$ cat src/design/obpa_pkg.sv
// ----------------------------------------------------------------------------
// obpa_pkg
// Shared types, constants and the log2 table for the band power aggregator.
// ----------------------------------------------------------------------------
`default_nettype none

package obpa_pkg;

	localparam int MAX_BANDS = 64;
	localparam int BAND_W    = 6;
	localparam int CNT_W     = 7;
	localparam int BIN_W     = 12;
	localparam int EDGE_W    = 13;
	localparam int WIDTH_W   = 16;
	localparam int PW_W      = 32;
	localparam int SUM_W     = 44;
	localparam int HITS_W    = 13;
	localparam int LVL_W     = 16;
	localparam int PROD_W    = 60;
	localparam int LOG_W     = 22;
	localparam int DBP_W     = 44;

	localparam logic signed [LVL_W-1:0] MIN_LEVEL = -16'sd16000;
	localparam logic [SUM_W-1:0]  SUM_MAX  = {SUM_W{1'b1}};
	localparam logic [HITS_W-1:0] HITS_MAX = {HITS_W{1'b1}};
	// 197282/65536 dB per log2 step, times 16 for Q4
	localparam logic [LOG_W-1:0]  DB_SCALE = 22'd3156512;
	// offset for a Q8 argument: 8 * 65536 * DB_SCALE
	localparam logic [DBP_W-1:0]  DB_OFS_Q8 = DBP_W'(DB_SCALE) << 19;

	localparam logic CFG_BAND_COUNT = 1'b0;
	localparam logic CFG_FLOOR      = 1'b1;

	typedef enum logic [1:0] {
		CMD_LOAD = 2'd0,
		CMD_BIN  = 2'd1,
		CMD_END  = 2'd2,
		CMD_NOP  = 2'd3
	} cmd_t;

	typedef struct packed {
		logic [1:0]         command;
		logic [BAND_W-1:0]  band_number;
		logic [EDGE_W-1:0]  edge_bin;
		logic [WIDTH_W-1:0] width_bins;
		logic [BIN_W-1:0]   bin_index;
		logic [PW_W-1:0]    power;
		logic               peak_reset;
	} in_item_t;

	typedef struct packed {
		logic [BAND_W-1:0]        band_out;
		logic signed [LVL_W-1:0]  level;
		logic signed [LVL_W-1:0]  peak_level;
		logic [BAND_W-1:0]        loudest_band;
		logic                     last;
	} out_item_t;

	typedef enum logic [2:0] {
		IX_HOLD,
		IX_ZERO,
		IX_INC,
		IX_DEC,
		IX_TOP
	} idx_op_t;

	typedef enum logic [2:0] {
		LS_RD,
		LS_FLOOR,
		LS_LVL,
		LS_MIN,
		LS_IP
	} lvl_src_t;

	typedef enum logic [4:0] {
		ST_IDLE,
		ST_ACC_RD,
		ST_ACC_CHK,
		ST_B0,
		ST_B0_W,
		ST_P1_RD,
		ST_P1_EVAL,
		ST_P1_MUL,
		ST_P1_DIVS,
		ST_P1_DIVW,
		ST_P1_LVLW,
		ST_P2_INIT,
		ST_P2_RD,
		ST_P2_EVAL,
		ST_P2_M2,
		ST_P2_ABS,
		ST_P2_DIVS,
		ST_P2_DIVW,
		ST_OUT_RD,
		ST_OUT_EVAL
	} st_t;

	typedef enum logic [2:0] {
		LV_IDLE,
		LV_NORM,
		LV_TAB,
		LV_MUL,
		LV_DIFF,
		LV_RND
	} lv_st_t;

	typedef struct packed {
		logic     capture;
		logic     tbl_wr;
		logic     use_ptr;
		logic     ptr_inc;
		logic     acc_wr;
		logic     frame_clr;
		idx_op_t  idx_op;
		lvl_src_t lvl_src;
		logic     lvl_wr;
		logic     prev_wr;
		logic     t1_clr;
		logic     t1_upd;
		logic     t2_init;
		logic     t2_upd;
		logic     loud_upd;
		logic     mul_lo;
		logic     mul_hi;
		logic     div_start;
		logic     div_sel;
		logic     lvl_start;
		logic     lvl_fb;
		logic     ip_m1;
		logic     ip_m2;
		logic     ip_abs;
		logic     out_load;
	} ctl_t;

	typedef struct packed {
		logic ptr_lt_cnt;
		logic ptr_ge1;
		logic bin_ge_edge;
		logic pw_zero;
		logic idx_lt_cnt;
		logic idx_zero;
		logic hits_zero;
		logic quo_zero;
		logic ip_none;
		logic div_done;
		logic lvl_done;
		logic out_busy;
	} sts_t;

	// log2(1 + k/16) in Q16
	function automatic logic [16:0] log_tab(input logic [4:0] k);
		logic [16:0] v;
		case (k)
			5'd0:    v = 17'd0;
			5'd1:    v = 17'd5732;
			5'd2:    v = 17'd11136;
			5'd3:    v = 17'd16248;
			5'd4:    v = 17'd21098;
			5'd5:    v = 17'd25711;
			5'd6:    v = 17'd30109;
			5'd7:    v = 17'd34312;
			5'd8:    v = 17'd38336;
			5'd9:    v = 17'd42196;
			5'd10:   v = 17'd45904;
			5'd11:   v = 17'd49472;
			5'd12:   v = 17'd52911;
			5'd13:   v = 17'd56229;
			5'd14:   v = 17'd59434;
			5'd15:   v = 17'd62534;
			5'd16:   v = 17'd65536;
			default: v = 17'd65536;
		endcase
		return v;
	endfunction

endpackage

`default_nettype wire

$ cat src/design/obpa_ctrl.sv
// ----------------------------------------------------------------------------
// obpa_ctrl
// Sequencer for bin accumulation and the end-of-frame band passes.
// ----------------------------------------------------------------------------
`default_nettype none

module obpa_ctrl import obpa_pkg::*; (
	input  logic       clk,
	input  logic       arst_n,
	input  logic       in_valid,
	input  logic [1:0] command,
	output logic       in_stall,
	input  sts_t       sts,
	output ctl_t       ctl
);

	st_t state_q, state_d;

	always_ff @(posedge clk or negedge arst_n) begin
		if (!arst_n) state_q <= ST_IDLE;
		else state_q <= state_d;
	end

	always_comb begin
		state_d  = state_q;
		ctl      = '0;
		ctl.idx_op  = IX_HOLD;
		ctl.lvl_src = LS_RD;
		in_stall = 1'b1;
		unique case (state_q)
			ST_IDLE: begin
				in_stall = 1'b0;
				if (in_valid) begin
					ctl.capture = 1'b1;
					case (command)
						CMD_LOAD: ctl.tbl_wr = 1'b1;
						CMD_BIN:  state_d = ST_ACC_RD;
						CMD_END: begin
							ctl.idx_op = IX_ZERO;
							ctl.t1_clr = 1'b1;
							state_d    = ST_B0;
						end
						default: ;
					endcase
				end
			end
			ST_ACC_RD: begin
				ctl.use_ptr = 1'b1;
				state_d     = ST_ACC_CHK;
			end
			ST_ACC_CHK: begin
				ctl.use_ptr = 1'b1;
				if (sts.ptr_lt_cnt && sts.bin_ge_edge) begin
					ctl.ptr_inc = 1'b1;
					state_d     = ST_ACC_RD;
				end else begin
					ctl.acc_wr = sts.ptr_ge1 && sts.ptr_lt_cnt;
					state_d    = ST_IDLE;
				end
			end
			ST_B0: begin
				if (sts.pw_zero) begin
					ctl.lvl_src = LS_FLOOR;
					ctl.lvl_wr  = 1'b1;
					ctl.idx_op  = IX_INC;
					state_d     = ST_P1_RD;
				end else begin
					ctl.lvl_start = 1'b1;
					state_d       = ST_B0_W;
				end
			end
			ST_B0_W: begin
				if (sts.lvl_done) begin
					ctl.lvl_src = LS_LVL;
					ctl.lvl_wr  = 1'b1;
					ctl.idx_op  = IX_INC;
					state_d     = ST_P1_RD;
				end
			end
			ST_P1_RD: begin
				if (sts.idx_lt_cnt) begin
					state_d = ST_P1_EVAL;
				end else begin
					ctl.idx_op = IX_TOP;
					state_d    = ST_P2_INIT;
				end
			end
			ST_P1_EVAL: begin
				if (sts.hits_zero) begin
					// remember the filled band below for the interpolation pass
					ctl.prev_wr = 1'b1;
					ctl.idx_op  = IX_INC;
					state_d     = ST_P1_RD;
				end else begin
					ctl.mul_lo = 1'b1;
					state_d    = ST_P1_MUL;
				end
			end
			ST_P1_MUL: begin
				ctl.mul_hi = 1'b1;
				state_d    = ST_P1_DIVS;
			end
			ST_P1_DIVS: begin
				ctl.div_start = 1'b1;
				state_d       = ST_P1_DIVW;
			end
			ST_P1_DIVW: begin
				if (sts.div_done) begin
					if (sts.quo_zero) begin
						ctl.lvl_src = LS_FLOOR;
						ctl.lvl_wr  = 1'b1;
						ctl.t1_upd  = 1'b1;
						ctl.idx_op  = IX_INC;
						state_d     = ST_P1_RD;
					end else begin
						ctl.lvl_start = 1'b1;
						ctl.lvl_fb    = 1'b1;
						state_d       = ST_P1_LVLW;
					end
				end
			end
			ST_P1_LVLW: begin
				if (sts.lvl_done) begin
					ctl.lvl_src = LS_LVL;
					ctl.lvl_wr  = 1'b1;
					ctl.t1_upd  = 1'b1;
					ctl.idx_op  = IX_INC;
					state_d     = ST_P1_RD;
				end
			end
			ST_P2_INIT: begin
				ctl.t2_init = 1'b1;
				state_d     = ST_P2_RD;
			end
			ST_P2_RD: begin
				if (sts.idx_zero) state_d = ST_OUT_RD;
				else state_d = ST_P2_EVAL;
			end
			ST_P2_EVAL: begin
				if (!sts.hits_zero) begin
					ctl.lvl_src  = LS_RD;
					ctl.t2_upd   = 1'b1;
					ctl.loud_upd = 1'b1;
					ctl.idx_op   = IX_DEC;
					state_d      = ST_P2_RD;
				end else if (sts.ip_none) begin
					ctl.lvl_src = LS_MIN;
					ctl.lvl_wr  = 1'b1;
					ctl.idx_op  = IX_DEC;
					state_d     = ST_P2_RD;
				end else begin
					ctl.ip_m1 = 1'b1;
					state_d   = ST_P2_M2;
				end
			end
			ST_P2_M2: begin
				ctl.ip_m2 = 1'b1;
				state_d   = ST_P2_ABS;
			end
			ST_P2_ABS: begin
				ctl.ip_abs = 1'b1;
				state_d    = ST_P2_DIVS;
			end
			ST_P2_DIVS: begin
				ctl.div_start = 1'b1;
				ctl.div_sel   = 1'b1;
				state_d       = ST_P2_DIVW;
			end
			ST_P2_DIVW: begin
				if (sts.div_done) begin
					ctl.lvl_src  = LS_IP;
					ctl.lvl_wr   = 1'b1;
					ctl.loud_upd = 1'b1;
					ctl.idx_op   = IX_DEC;
					state_d      = ST_P2_RD;
				end
			end
			ST_OUT_RD: begin
				if (sts.idx_lt_cnt) begin
					state_d = ST_OUT_EVAL;
				end else begin
					ctl.frame_clr = 1'b1;
					state_d       = ST_IDLE;
				end
			end
			ST_OUT_EVAL: begin
				// hold while the previous result waits for transfer
				if (!sts.out_busy) begin
					ctl.out_load = 1'b1;
					ctl.idx_op   = IX_INC;
					state_d      = ST_OUT_RD;
				end
			end
			default: state_d = ST_IDLE;
		endcase
	end

endmodule

`default_nettype wire

$ cat config.mk
export PLATFORM = sky130hd
export DESIGN_NAME = obpa_ctrl
export DESIGN_NICKNAME = d
export VERILOG_FILES = /design/src/design/obpa_pkg.sv /design/src/design/obpa_ctrl.sv
export SDC_FILE = /design/constraint.sdc
export NUM_CORES = 1
export LEC_CHECK = 0
export ABC_AREA = 1
export BUFFER_PORTS_ARGS = -buffer_cell sky130_fd_sc_hd__buf_2
export CORE_ASPECT_RATIO = 1.2
export CORE_MARGIN = 2
export CORE_UTILIZATION = 47
export CTS_CLUSTER_DIAMETER = 200
export CTS_CLUSTER_SIZE = 30
export DETAILED_ROUTE_END_ITERATION = 7
export HOLD_SLACK_MARGIN = 0.06
export PLACE_DENSITY = 0.84
export SLEW_MARGIN = 15
export SYNTH_ARGS = -nofsm -noshare
export SYNTH_HDL_FRONTEND = slang
export SYNTH_SLANG_ARGS = --single-unit
$ cat constraint.sdc
create_clock -name clk -period 2.9 [get_ports clk]
set_clock_uncertainty 0.15 [all_clocks]
set_input_delay 0.145 -clock clk [delete_from_list [all_inputs] [get_ports clk]]
set_output_delay 0.145 -clock clk [all_outputs]
set_load 0.005 [all_outputs]
==> metrics, run 1 <==
status=finished, final reports clean; number of distinct library cells after synthesis=19; Area growth syn-to-layout=32.65%; slowest CP cell=dfrtp_1; required time of the critical path=2610 ps; Tot Pwr=0.7199 mW; CORE AREA=1662 µm²; top flop regs=state_q x5; Post-CTS Setup Inserts=0; Worst Setup EP=ctl[21]; Routed Antenna Nets=0; fraction of layout cells with a size suffix above 1=27.48%; max cap viols=0; Crit path depth=7; VDD IR-drop max=0.0005727 V; fillers=173; Yosys top cell area share=23.72%; minimum clock period after layout=1988 ps; Worst EP arrival=1690 ps; DRC errors left=0; flop-to-flop setup slack=1200 ps; # clock sinks=5; Buffers & Inverters on Critical Path=2; routed via count=1,254; Crit Reg-Reg Endpoint=state_q[1]; final slew viol count=0; Initial Utilization=51.43%; largest net degree at the start of global routing=9; deepest clock path buffer count=2; Die W=42.93 µm; routed wire length=2.699 mm; # hold bufs at CTS=1; worst hold path class=in2async; critical path, cell by cell=inv_4 -> nand3_1 -> nor2_1 -> nand2_1 -> nand3_1 -> nand3b_1 -> buf_2; area of the multi-input gates=584.3 µm²; Seq/Total Area, Yosys=14.64%; Pwr Density=635.1 nW/µm²; Post-synth top cells=nand2_1 (54), inv_1 (33), nor2_1 (31), nand3_1 (13), o21ai_0 (10); Post-Syn Instances=172; register area=125.1 µm²; dpl hpwl=2.338 mm; CP Launch Point=state_q[4]; R2R depth=9; RSZ-0062 raised after global routing=no; FP Rows=16; ant diodes=0; reg2reg start=state_q[4]; Post-synth EDFFs=0; final setup vio count=0; Layout Nets=240; vias in the first global route=1,087; final period utilization=68.54%; Slew @ Worst Pin=350.0 ps; global-route wire length before repair=4.526 mm; setup TNS=0 ps; post-DR wirelength/cell=11.25 µm; cell family with most CP delay=simple AND/OR/NAND/NOR gates; Largest Register=state_q; critical path endpoint category=output pin; Critical Path Fanout Max=8; Top cell by count, worst path=nand3_1; root buffer cell=clkbuf_4; Vias per Instance=5.225; max reg flops=5; clock-pin slew on the worst setup and hold paths=50 ps; total leakage power=0.8347 nW; clk_lat worst skew=240 ps; FF+latch count, synth=5; H-tree depth=1; largest cells by area after synthesis=nand2_1 (24%), dfrtp_1 (15%), inv_1 (14%); CTS tree=done; GP Congestion=0.9998; crit-path max cell delay=480 ps; count leader, synth=nand2_1; TritonCTS Buffers=3; kind of critical path=reg2out; gr usage total=27.21%; synthesized area per cell=4.968 µm²; IO Count=47; Synth Warn #=0; prevailing post-synth register cell=dfrtp_1; syn_nets=189; Synth area leader=nand2_1; Rel. slew slack=76.54%; grt ovf=0; post-synthesis cell area=854.6 µm²; initial antenna violation count=0; Port Buf Inserts=46; Die ar.=2177 µm²; Die H=50.71 µm; drt pass-1 iters=5; PostCTS Resize Cnt=0; CP Launch Type=flip-flop; 1st-iter DRT viols=66; fmax=503.1 MHz; Final Hold Fails=0; ys async rst share=100.0%
-- power breakdown --
group | internal, mW | leakage (nW) | switching, mW
clock network | 0.0500 | 0.0177 | 0.0316
registers | 0.0948 | 0.0655 | 0.0333
logic | 0.173 | 0.751 | 0.337
-- cell usage in the layout (no fill, tap or decap) --
cell	count
nand2_1	54
buf_2	46
inv_1	33
nor2_1	31
nand3_1	13
o21ai_0	10
nor2_2	5
dfrtp_1	5
nand4_1	4
nor4_1	3
nand3b_1	3
clkbuf_4	3
nand2_2	2
a21oi_1	2
inv_2	1
inv_4	1
nor3_1	1
nor3_2	1
o22ai_1	1
o21ai_2	1
clkinv_2	1
dlygate4sd3_1	1
-- cells by family after synthesis --
group           Yosys count  synth area share (%)
compound gates           14                 8.786
buf+inv                  36                 16.98
flops                     5                 14.64
simple gates            117                 59.59
-- per-stage QoR --
stage	std cells	utilization [%]	area (µm²)	setup WS, ps	hold slack [ps]
2_1_floorplan	172	-	854.6	1486	-300.6
3_3_place_gp	235	65.96	1096	1225	-194.1
3_5_place_dp	235	65.96	1096	1199	-187.0
4_1_cts	240	68.22	1134	931.1	90.36
5_1_grt	240	68.22	1134	765.2	102.1
6_report	240	68.22	1134	912.2	95.87
-- layer usage --
metal  vias to the layer above  part of all wire, %  global-route usage (%)  wire [µm]
met5                         -                    0                       0          0
met4                         0                  4.8                   14.06        129
met3                        16                   11                   4.676        295
met2                        75                   48                   48.23       1298
met1                       530                   36                   30.28        976
li1                        633                    -                       -          -
-- cell type report --
| class | instances | area share, % |
|---|---|---|
| clock buffers | 3 | 1.987 |
| clock inverters | 1 | 0.4415 |
| inverters | 35 | 11.81 |
| multi-input cells | 131 | 51.55 |
| flip-flops and latches | 5 | 11.04 |
| well taps | 18 | 1.987 |
| repair buffers | 47 | 21.19 |
-- worst min-delay path by stage --
stage	from	end	slack (ps)	cells past startpoint
after floorplan	arst_n	state_q[0]	-300	0
after global placement	arst_n	state_q[0]	-190	1
after detailed placement	arst_n	state_q[1]	-190	1
after CTS	arst_n	state_q[1]	90	2
after global routing	arst_n	state_q[1]	100	2
final	arst_n	state_q[0]	100	2
Power figures use the tool's default switching activity.
==> run 2: changes to the inputs <==
--- a/config.mk
+++ b/config.mk
@@ -9,12 +9,12 @@
 export BUFFER_PORTS_ARGS = -buffer_cell sky130_fd_sc_hd__buf_2
 export CORE_ASPECT_RATIO = 1.2
 export CORE_MARGIN = 2
-export CORE_UTILIZATION = 47
+export CORE_UTILIZATION = 44
 export CTS_CLUSTER_DIAMETER = 200
 export CTS_CLUSTER_SIZE = 30
 export DETAILED_ROUTE_END_ITERATION = 7
 export HOLD_SLACK_MARGIN = 0.06
-export PLACE_DENSITY = 0.84
+export PLACE_DENSITY = 0.79
 export SLEW_MARGIN = 15
 export SYNTH_ARGS = -nofsm -noshare
 export SYNTH_HDL_FRONTEND = slang
==> constraint.sdc (replaced) <==
create_clock -name clk -period 2 [get_ports clk]
set_clock_uncertainty 0.15 [all_clocks]
set_input_delay 0.1 -clock clk [delete_from_list [all_inputs] [get_ports clk]]
set_output_delay 0.1 -clock clk [all_outputs]
set_load 0.005 [all_outputs]
==> run 2 against run 1 <==
Worst setup slack worse by 820 ps; core utilization fell by 3.2 points; first-iteration DRC count decreased by 45%; final cell count increased by 1.7%; critical path depth is the same; sequential power up 50%; sequential cell count stayed put; die area grew 6.2%; sequential share of layout area is 0.30 points lower.
==> metrics, run 2 (synthesized netlist as in run 1, its figures left out) <==
Final Core Density=64.98% (-3.2 points); required time of the critical path=1750 ps (-860 ps); crit-path max cell delay=500 ps (+20 ps); TritonCTS Buffers=3 (unchanged); Vias per Instance=5.311 (+1.7%); initial antenna violation count=0 (unchanged); ant diodes=0 (unchanged); WL met3=264 µm (-11%); post-DR wirelength/cell=12.20 µm (+8.5%); kind of critical path=reg2out; routed via count=1,296 (+3.3%); Tot Pwr=1.097 mW (+52%); Top cell by count, worst path=nand3_1; Rel. slew slack=79.15% (+2.6 points); root buffer cell=clkbuf_4; global-route wire length before repair=4.643 mm (+2.6%); routed wire length=2.978 mm (+10%); RSZ-0062 raised after global routing=yes; worst hold path class=in2reg; CP Launch Point=state_q[4]; slowest CP cell=dfrtp_2; Largest Register=state_q; Port Buf Inserts=46 (unchanged); routed wl met2=1.464 mm (+13%); status=finished, final reports clean; vias in the first global route=1,130 (+4.0%); IO Count=47 (unchanged); final slew viol count=0 (unchanged); Die ar.=2312 µm² (+6.2%); fraction of layout cells with a size suffix above 1=29.78% (+2.3 points); flop-to-flop setup slack=310 ps (-890 ps); Worst Setup EP=ctl[21]; WL met1=1.128 mm (+16%); Worst EP arrival=1650 ps (-40 ps); gr usage total=26.79% (-0.42 points); R2R depth=8 (-1); largest net degree at the start of global routing=9 (unchanged); Final Non-Filler Cells=244 (+1.7%); critical path endpoint category=output pin; Routed Antenna Nets=0 (unchanged); Critical Path Fanout Max=8 (unchanged); Die H=52.28 µm (+3.1%); Die W=44.23 µm (+3.0%); DRC errors left=0 (unchanged); dpl ws=255.6 ps (-943.1 ps); post-route cell area=1189 µm² (+4.9%); critical path, cell by cell=inv_4 -> nand3_1 -> nor2_4 -> nand2_1 -> nand3_1 -> nand3b_1 -> buf_2; setup TNS=0 ps (unchanged); Final Hold Fails=0 (unchanged); CP Launch Type=flip-flop; fmax=525.3 MHz; switching part of the total power=56.13% (+0.26 points); Clock power frac=10.5% (-0.8 points); final setup vio count=0 (unchanged); GP Congestion=0.9856 (-1.4%); Sequential Power Share=17.5% (-0.3 points); dpl hpwl=2.484 mm (+6.2%); minimum clock period after layout=1904 ps; FP Rows=17 (+1); placed insts=236 (+0.43%); 1st-iter DRT viols=36 (-45%); drt pass-1 iters=4 (-1); deepest clock path buffer count=2 (unchanged); final period utilization=95.19%; Int Pwr=0.4813 mW (+51%); reg2reg start=state_q[3]; VDD IR-drop max=0.0008103 V (+41%); clk_lat worst skew=240 ps (about the same); Final Hold Slack=69.37 ps (-26.50 ps); max cap viols=0 (unchanged); total leakage power=0.8442 nW (+1.1%); Area growth syn-to-layout=39.09%; Crit Reg-Reg Endpoint=state_q[2]; Switch Pwr=0.6158 mW (+53%); grt ovf=0 (unchanged); Layout Nets=243 (+1.3%); top flop regs=state_q x5; # clock sinks=5 (unchanged); commonest non-fill, non-tap cell in the layout=nand2_1; CTS tree=done; Initial Utilization=46.72% (-4.7 points); H-tree depth=1 (unchanged); combinational share of power=72.1% (+1.2 points); most frequent cells in the layout=nand2_1 (53), buf_2 (46), inv_1 (33); max reg flops=5 (unchanged); CORE AREA=1829 µm² (+10%); DP Area=1097 µm² (+0.11%); clock-pin slew on the worst setup and hold paths=40 ps (about the same); Slew @ Worst Pin=311.1 ps (-38.94 ps); final setup margin=96.21 ps (-816.0 ps); Pwr Density=923.0 nW/µm² (+45%); top layer in use=met4
==> run 2: changes by cell type in the layout (fill, tap and decap cells not counted), moves of 2 or more <==
cell	previous run	this run
dfrtp_2	0	2
nor2_2	5	3
dfrtp_1	5	3
nor2_1	31	29
buf_4	0	2
nor2_4	0	4
==> run 2: timing repair <==
item                                    in CTS  in global routing
setup buffers                                0                  2
endpoints found under the setup margin       0                  5
endpoints found under the hold margin        5                  0
hold buffers                                 2                  0
resized for setup                            0                 10
==> run 2: cell type report <==
type | count | area, µm²
multi-input cells | 131 | 611.8
flip-flops and latches | 5 | 127.6
fillers | 192 | 640.6
inverters | 35 | 133.9
repair buffers | 50 | 265.3
well taps | 19 | 23.77
clock buffers | 4 | 26.28
==> run 2: worst max-delay path, delay by kind of cell (launching register included) <==
| kind | cells | cell delay [ps] |
|---|---|---|
| AND/OR/NAND/NOR | 5 | 670 |
| buffers and inverters | 2 | 240 |
| flip-flops | 1 | 500 |
==> run 2: power groups by stage <==
stage	logic [mW]	registers [mW]	clock network [mW]
finish	0.791	0.192	0.115
global route	0.891	0.198	0.124
CTS	0.736	0.186	0.117
detailed placement	0.731	0.187	0
global placement	0.728	0.185	0
floorplan	0.510	0.174	0
==> run 2: per-layer routing <==
metal	vias to the layer above	GRT usage [%]
met2	73	47.79
li1	647	-
met3	12	3.448
met1	564	31.04
met5	-	0
met4	0	12.12
==> run 2: worst min-delay path by stage <==
stage | startpoint | to | slack [ps] | cells after the start
after floorplan | arst_n | state_q[0] | -350 | 0
after global placement | arst_n | state_q[4] | -240 | 1
after detailed placement | arst_n | state_q[1] | -240 | 1
after CTS | sts[2] | state_q[4] | 70 | 4
after global routing | sts[2] | state_q[4] | 110 | 4
final | sts[2] | state_q[4] | 70 | 4
